===== config.mk =====
export PLATFORM = sky130hd
export DESIGN_NAME = icmp_probe_reply_classifier_unit
export DESIGN_NICKNAME = d
export VERILOG_FILES = /design/src/hw/rtl/icmpprc_pkg.sv /design/src/hw/rtl/icmpprc_parser.sv /design/src/hw/rtl/icmp_probe_reply_classifier_unit.sv
export SDC_FILE = /design/constraint.sdc
export NUM_CORES = 1
export LEC_CHECK = 0
export ABC_AREA = 1
export BUFFER_PORTS_ARGS = -buffer_cell sky130_fd_sc_hd__buf_2
export CAP_MARGIN = 15
export CORE_ASPECT_RATIO = 2
export CORE_MARGIN = 8
export CORE_UTILIZATION = 62
export CTS_CLUSTER_DIAMETER = 100
export DETAILED_ROUTE_END_ITERATION = 8
export GPL_ROUTABILITY_DRIVEN = 0
export PLACE_DENSITY = 0.91
export SYNTH_ARGS = -nofsm -noshare
export SYNTH_HDL_FRONTEND = slang
export SYNTH_SLANG_ARGS = --single-unit

===== constraint.sdc =====
create_clock -name clk_i -period 5.25 [get_ports clk_i]
set_clock_uncertainty 0.1 [all_clocks]
set_input_delay 0.2625 -clock clk_i [delete_from_list [all_inputs] [get_ports clk_i]]
set_output_delay 0.2625 -clock clk_i [all_outputs]
set_load 0.05 [all_outputs]

===== src/hw/rtl/icmpprc_pkg.sv =====
// shared types and constants for the icmp probe reply classifier
package icmpprc_pkg;

  localparam int unsigned CountW   = 11;
  localparam int unsigned HdrLenW  = 6;
  localparam int unsigned BaseW    = 7;
  localparam int unsigned CfgIdxW  = 2;
  localparam int unsigned CfgDataW = 16;

  localparam logic [CountW-1:0]  CountMax     = 11'd2047;
  localparam logic [HdrLenW-1:0] HdrLenMin    = 6'd20;
  localparam logic [BaseW-1:0]   V6InnerBase  = 7'd48;
  localparam logic [BaseW-1:0]   V4InnerOfs   = 7'd28;

  localparam logic [7:0] V4EchoReply   = 8'd0;
  localparam logic [7:0] V4TimeExceed  = 8'd11;
  localparam logic [7:0] V6EchoReply   = 8'd129;
  localparam logic [7:0] V6TimeExceed  = 8'd3;

  typedef enum logic [CfgIdxW-1:0] {
    CfgFamily = 2'd0,
    CfgIdent  = 2'd1,
    CfgSeq    = 2'd2
  } cfg_idx_e;

  typedef struct packed {
    logic        family;
    logic [15:0] ident;
    logic [15:0] seq;
  } cfg_t;

  typedef struct packed {
    logic matched;
    logic reached;
  } result_t;

endpackage


===== src/hw/rtl/icmpprc_parser.sv =====
// per-packet parse state and end-of-packet classification
module icmpprc_parser (
  input  logic                 clk_i,
  input  logic                 rst_ni,
  input  logic                 adv_i,
  input  logic [7:0]           data_byte_i,
  input  logic                 last_byte_i,
  input  icmpprc_pkg::cfg_t    cfg_i,
  output icmpprc_pkg::result_t result_o
);

  logic [icmpprc_pkg::CountW-1:0]  count_q, count_d;
  logic [icmpprc_pkg::HdrLenW-1:0] hl_q, hl_d, hl_raw, hl_new;
  logic [7:0]                      type_q, type_d, code_q, code_d;
  logic                            omatch_q, omatch_d, imatch_q, imatch_d;
  logic [icmpprc_pkg::BaseW-1:0]   obase, ibase;
  logic [icmpprc_pkg::CountW-1:0]  obase_w, ibase_w, hl_w;
  logic                            v4_len_ok, v4_te_len_ok, v6_len_ok, v6_te_len_ok;

  function automatic logic track(
    input logic        flag,
    input logic [10:0] pos,
    input logic [10:0] base,
    input logic [7:0]  b,
    input logic [15:0] ident,
    input logic [15:0] seq
  );
    logic [10:0] rel;
    logic [7:0]  want;
    logic        res;
    rel  = pos - base;
    want = ident[15:8];
    res  = flag;
    if (pos >= base + 11'd4 && pos <= base + 11'd7) begin
      unique case (rel[1:0])
        2'd0: want = ident[15:8];
        2'd1: want = ident[7:0];
        2'd2: want = seq[15:8];
        2'd3: want = seq[7:0];
        default: want = ident[15:8];
      endcase
      if (rel[1:0] == 2'd0) begin
        res = (b == want);
      end else begin
        res = flag && (b == want);
      end
    end
    return res;
  endfunction

  always_comb begin
    hl_raw = {data_byte_i[3:0], 2'b00};
    hl_new = (hl_raw < icmpprc_pkg::HdrLenMin) ? icmpprc_pkg::HdrLenMin : hl_raw;
    hl_d   = (count_q == '0) ? hl_new : hl_q;
    hl_w   = {{(icmpprc_pkg::CountW-icmpprc_pkg::HdrLenW){1'b0}}, hl_d};

    if (cfg_i.family) begin
      obase = '0;
      ibase = icmpprc_pkg::V6InnerBase;
    end else begin
      obase = {1'b0, hl_d};
      ibase = {1'b0, hl_d} + icmpprc_pkg::V4InnerOfs;
    end
    obase_w = {{(icmpprc_pkg::CountW-icmpprc_pkg::BaseW){1'b0}}, obase};
    ibase_w = {{(icmpprc_pkg::CountW-icmpprc_pkg::BaseW){1'b0}}, ibase};

    type_d   = (count_q == obase_w) ? data_byte_i : type_q;
    code_d   = (count_q == obase_w + 11'd1) ? data_byte_i : code_q;
    omatch_d = track(omatch_q, count_q, obase_w, data_byte_i, cfg_i.ident, cfg_i.seq);
    imatch_d = track(imatch_q, count_q, ibase_w, data_byte_i, cfg_i.ident, cfg_i.seq);
    count_d  = (count_q == icmpprc_pkg::CountMax) ? count_q : count_q + 11'd1;

    v4_len_ok    = (count_d >= 11'd28) && (count_d >= hl_w + 11'd8);
    v4_te_len_ok = (count_d >= hl_w + 11'd36);
    v6_len_ok    = (count_d >= 11'd8);
    v6_te_len_ok = (count_d >= 11'd56);

    result_o = '0;
    if (cfg_i.family) begin
      if (v6_len_ok) begin
        if (type_d == icmpprc_pkg::V6EchoReply && omatch_d) begin
          result_o.matched = 1'b1;
          result_o.reached = 1'b1;
        end else if (type_d == icmpprc_pkg::V6TimeExceed && v6_te_len_ok && imatch_d) begin
          result_o.matched = 1'b1;
        end
      end
    end else begin
      if (v4_len_ok) begin
        if (type_d == icmpprc_pkg::V4EchoReply && omatch_d) begin
          result_o.matched = 1'b1;
          result_o.reached = 1'b1;
        end else if (type_d == icmpprc_pkg::V4TimeExceed && code_d == 8'd0 &&
                     v4_te_len_ok && imatch_d) begin
          result_o.matched = 1'b1;
        end
      end
    end
  end

  always_ff @(posedge clk_i or negedge rst_ni) begin
    if (!rst_ni) begin
      count_q  <= '0;
      hl_q     <= icmpprc_pkg::HdrLenMin;
      type_q   <= '0;
      code_q   <= '0;
      omatch_q <= 1'b0;
      imatch_q <= 1'b0;
    end else if (adv_i) begin
      if (last_byte_i) begin
        count_q  <= '0;
        hl_q     <= icmpprc_pkg::HdrLenMin;
        type_q   <= '0;
        code_q   <= '0;
        omatch_q <= 1'b0;
        imatch_q <= 1'b0;
      end else begin
        count_q  <= count_d;
        hl_q     <= hl_d;
        type_q   <= type_d;
        code_q   <= code_d;
        omatch_q <= omatch_d;
        imatch_q <= imatch_d;
      end
    end
  end

endmodule


===== src/hw/rtl/icmp_probe_reply_classifier_unit.sv =====
// top level of the icmp probe reply classifier
//
// packet bytes enter on the input channel (in_valid_i / in_stall_o), one
// request per byte, last_byte_i marking the final byte of a packet. only the
// final byte produces a request on the output channel (out_valid_o /
// out_stall_i) carrying matched_o and reached_o.
// one byte can be taken every cycle while in_stall_o is low. a byte is first
// held in an input register, then the parser updates its packet state and,
// on the final byte, loads the result register, which drives matched_o and
// reached_o.
// while a result waits under out_stall_i, bytes that produce no result keep
// flowing; a final byte waits in the input register, which then raises
// in_stall_o until the result register frees up.
// the config port writes address family, ident and sequence with
// cfg_we_i / cfg_index_i / cfg_data_i; write only while no packet is in flight.
// reset clears all packet state, the config registers and both valid flags;
// the block is ready for bytes as soon as reset is released.
module icmp_probe_reply_classifier_unit (
  input  logic        clk_i,
  input  logic        rst_ni,
  input  logic        in_valid_i,
  output logic        in_stall_o,
  input  logic [7:0]  data_byte_i,
  input  logic        last_byte_i,
  output logic        out_valid_o,
  input  logic        out_stall_i,
  output logic        matched_o,
  output logic        reached_o,
  input  logic        cfg_we_i,
  input  logic [icmpprc_pkg::CfgIdxW-1:0]  cfg_index_i,
  input  logic [icmpprc_pkg::CfgDataW-1:0] cfg_data_i
);

  icmpprc_pkg::cfg_t    cfg_q;
  icmpprc_pkg::result_t result, result_q;
  logic                 s1_valid_q, s1_last_q;
  logic [7:0]           s1_byte_q;
  logic                 out_valid_q, out_free, s1_adv, in_take;

  assign out_free   = !out_valid_q || !out_stall_i;
  assign s1_adv     = s1_valid_q && (!s1_last_q || out_free);
  assign in_stall_o = s1_valid_q && !s1_adv;
  assign in_take    = in_valid_i && !in_stall_o;

  always_ff @(posedge clk_i or negedge rst_ni) begin
    if (!rst_ni) begin
      cfg_q <= '0;
    end else if (cfg_we_i) begin
      unique case (icmpprc_pkg::cfg_idx_e'(cfg_index_i))
        icmpprc_pkg::CfgFamily: cfg_q.family <= cfg_data_i[0];
        icmpprc_pkg::CfgIdent:  cfg_q.ident  <= cfg_data_i;
        icmpprc_pkg::CfgSeq:    cfg_q.seq    <= cfg_data_i;
        default: ;
      endcase
    end
  end

  // input register
  always_ff @(posedge clk_i or negedge rst_ni) begin
    if (!rst_ni) begin
      s1_valid_q <= 1'b0;
    end else if (in_take) begin
      s1_valid_q <= 1'b1;
    end else if (s1_adv) begin
      s1_valid_q <= 1'b0;
    end
  end

  always_ff @(posedge clk_i) begin
    if (in_take) begin
      s1_byte_q <= data_byte_i;
      s1_last_q <= last_byte_i;
    end
  end

  icmpprc_parser u_parser (
    .clk_i       (clk_i),
    .rst_ni      (rst_ni),
    .adv_i       (s1_adv),
    .data_byte_i (s1_byte_q),
    .last_byte_i (s1_last_q),
    .cfg_i       (cfg_q),
    .result_o    (result)
  );

  // result register
  always_ff @(posedge clk_i or negedge rst_ni) begin
    if (!rst_ni) begin
      out_valid_q <= 1'b0;
    end else if (s1_adv && s1_last_q) begin
      out_valid_q <= 1'b1;
    end else if (!out_stall_i) begin
      out_valid_q <= 1'b0;
    end
  end

  always_ff @(posedge clk_i) begin
    if (s1_adv && s1_last_q) begin
      result_q <= result;
    end
  end

  assign out_valid_o = out_valid_q;
  assign matched_o   = result_q.matched;
  assign reached_o   = result_q.reached;

endmodule

==> results.yml <==
yosys:
  synth_nets: 926
  synth_flop_cell: "dfrtp_1"
  synth_cell_type_count: 43
  synth_edf_count: 11
  synth_common_cells: "215 x nand2_1, 99 x inv_1, 69 x o21ai_0"
  yosysTopAreaCellShare_pct: 26.93
  synth_cells: 843
  avgSynthCellArea_um2: 7.497
  synth_area_leaders: "dfrtp_1 27%, nand2_1 13%, ha_1 10%"
  syn_area_mm2: 0.006320
  seq_area_frac_synth_pct: 32.98
  synth-seq-cells: 81
  synth_top_area_cell: "dfrtp_1"
  async_reset_ff_share_pct: 86.42
  synth.most_common_cell: "nand2_1"
  ys.warnings.count: 0
finish:
  fin_area_mm2: 0.007002
  post-route-util_pct: 69.88
  syn_to_final_growth_pct: 10.79
  finalNetCount: 971
  final_cell_count_no_fill: 1028
  drive_above_1_share_pct: 14.67
  fill_cells: 809
  diodes: 0
routing:
  vias: 6324
  ant_nets: 0
  totalWireLength_mm: 20.29
  drt_iter0_markers: 529
  wire_per_inst_um: 19.73
  drc_errors: 0
  viasPerCell: 6.152
  drtPass1Iterations: 7
power:
  power_frac_seq_pct: 29.8
  combPwrFrac_pct: 47.8
  clkPwrFrac_pct: 22.5
  p_leak_nw: 3.605
  p_int_mw: 1.471
  switchingPower_mw: 1.179
  swShare_pct: 44.49
  power.density_mw_per_mm2: 378.6
  ir_drop_uv: 333.5
  finalPower_mw: 2.651
timing:
  fmax_mhz: 205.1
  setup_tns_ps: 0
  period_needed_ps: 4877
  hold_viol: 0
  finalSetupViolations: 0
  timing.hold.ws_ps: 3.392
  layout_setup_ws_ps: 373.3
  slew_viol_final: 0
  slew_headroom_pct: 29.60
  tightest_slew_ps: 1053
  post-route-period-util_pct: 92.89
  rsz0062_at_grt: "no"
clock_network:
  tritoncts: "built"
  cts_made_buffers: 9
  cts_root_buf: "clkbuf_16"
  post_cts_buffers: 0
  clk_pin_slew_worst_paths_ps: 60
  worstSkewPairLatency_ps: 350
  max-clock-path-buffers: 2
  cts_sinks: 81
  htree_levels: 3
  cts_resized: 0
worst_setup_path:
  r2r_slack_ps: 370
  required_ps: 5250
  cp.arrival_ps: 4880
  reg2reg_depth: 27
  endpoint_kind: "flop"
  critPathLaunch: "u_parser.count_q[0]"
  criticalPathCategory: "reg2reg"
  critPathLaunchType: "flop"
  reg2reg_from: "u_parser.count_q[0]"
  reg2reg_to: "matched_o"
  crit_fanout: 8
placed_design:
  place_inst: 1004
  port_buffers: 35
  hpwl_mm: 14.89
  placedInstanceArea_mm2: 0.006643
  dp_slack_ps: 536.7
die:
  die_x_um: 87.39
  fp.dieH_um: 158.8
  num_rows: 52
  dieArea_mm2: 0.01388
  start_util_pct: 63.07
  core_mm2: 0.01002
  num_io_pins: 36
grt:
  track_usage_pct: 30.78
  grt_pass1_vias: 6506
  grt_first_pass_wirelength_mm: 32.38
  antenna_found_initial: 0
  grt_max_degree: 71
  overflow: 0
status:
  outcome: "completed"
job:
  drv_cap: 0
worst_hold_path:
  hold_class: "in2async"
cell usage in the layout (no fill, tap or decap), types with 11 or more instances in the layout:
master,n
nor2_1,53
dfrtp_1,68
nand2_2,15
buf_4,11
nand3_1,57
inv_1,99
nand2_1,215
o22ai_1,19
edfxtp_1,11
xor2_1,15
buf_2,35
nand4_1,30
o21ai_0,69
a21oi_1,18
ha_1,51
inv_2,14
state kept, by name, indices dropped and copies added (netlist names):
register / cells
cfg_q: 33
u_parser.count_q: 11
s1_byte_q: 8
u_parser.code_q: 8
u_parser.type_q: 8
u_parser.hl_q: 6
matched_o: 1
out_valid_o: 1
reached_o: 1
s1_last_q: 1
s1_valid_q: 1
u_parser.imatch_q: 1
u_parser.omatch_q: 1
layer usage:
layer  global-route usage (%)  part of all wire, %  vias to the layer above
met3                    8.480                  6.9                      150
met1                    27.31                   31                     2893
met4                    31.02                   11                        0
met5                        0                    0                        -
li1                         -                    -                     2883
met2                    52.12                   51                      398
cells by family (layout without fill, tap and decap cells):
| kind of cell | Yosys count | after routing | synth area share [%] |
|---|---|---|---|
| AO/OA/AOI/OAI | 134 | 134 | 12.24 |
| AND/OR/NAND/NOR | 420 | 420 | 33.00 |
| flip-flops | 81 | 81 | 32.98 |
| adder cells (fa/ha/maj) | 51 | 51 | 10.10 |
| buffers and inverters | 133 | 183 | 8.355 |
| XOR/XNOR | 24 | 24 | 3.326 |
critical path, stage by stage, from the launching register on:
cell and delay [ps]:
dfrtp_1 430, inv_1 190, ha_1 250, nand3_1 150, nor2_4 170, nand2_8 110, nand2_2 80, nand2_2 110
inv_2 140, ha_1 260, nor2_1 310, ha_1 210, inv_1 30, o21ai_0 290, nand3_1 140, xnor2_1 170
ha_1 310, nand4_1 100, nor3_1 130, o21ai_0 110, nand3_1 80, o21ai_0 170, nand2_1 100, o21ai_0 70
nand2_1 150, nor3_1 70, nor2_1 120, nand2_1 70
repair_timing:
action,in CTS,in global routing
hold endpoints to repair,8,0
hold buffers,8,0
endpoints found under the setup margin,0,0
worst max path at each step:
stage                     end  slack [ps]
global placement    matched_o         710
detailed placement  matched_o         540
floorplan           matched_o        1140
CTS                 matched_o         500
finish              matched_o         370
global route        matched_o          20
final cells by class:
class | instances | area [um2] | share of cell area (%)
Timing Repair Buffer | 54 | 337.8 | 4.825
Clock buffer | 9 | 225.2 | 3.217
Multi-Input combinational cell | 629 | 3707 | 52.95
Tap cell | 135 | 168.9 | 2.412
Sequential cell | 81 | 2085 | 29.77
Clock inverter | 7 | 53.80 | 0.7684
Inverter | 113 | 424.2 | 6.058
power groups by stage:
stage               clock network, mW  logic, mW  registers (mW)
CTS                             0.598       1.23           0.783
global route                    0.621       1.40           0.795
global placement                    0       1.18           0.791
floorplan                           0      0.921           0.775
detailed placement                  0       1.21           0.793
finish                          0.596       1.27           0.789
Note: power is estimated with default switching activity, not from simulation.
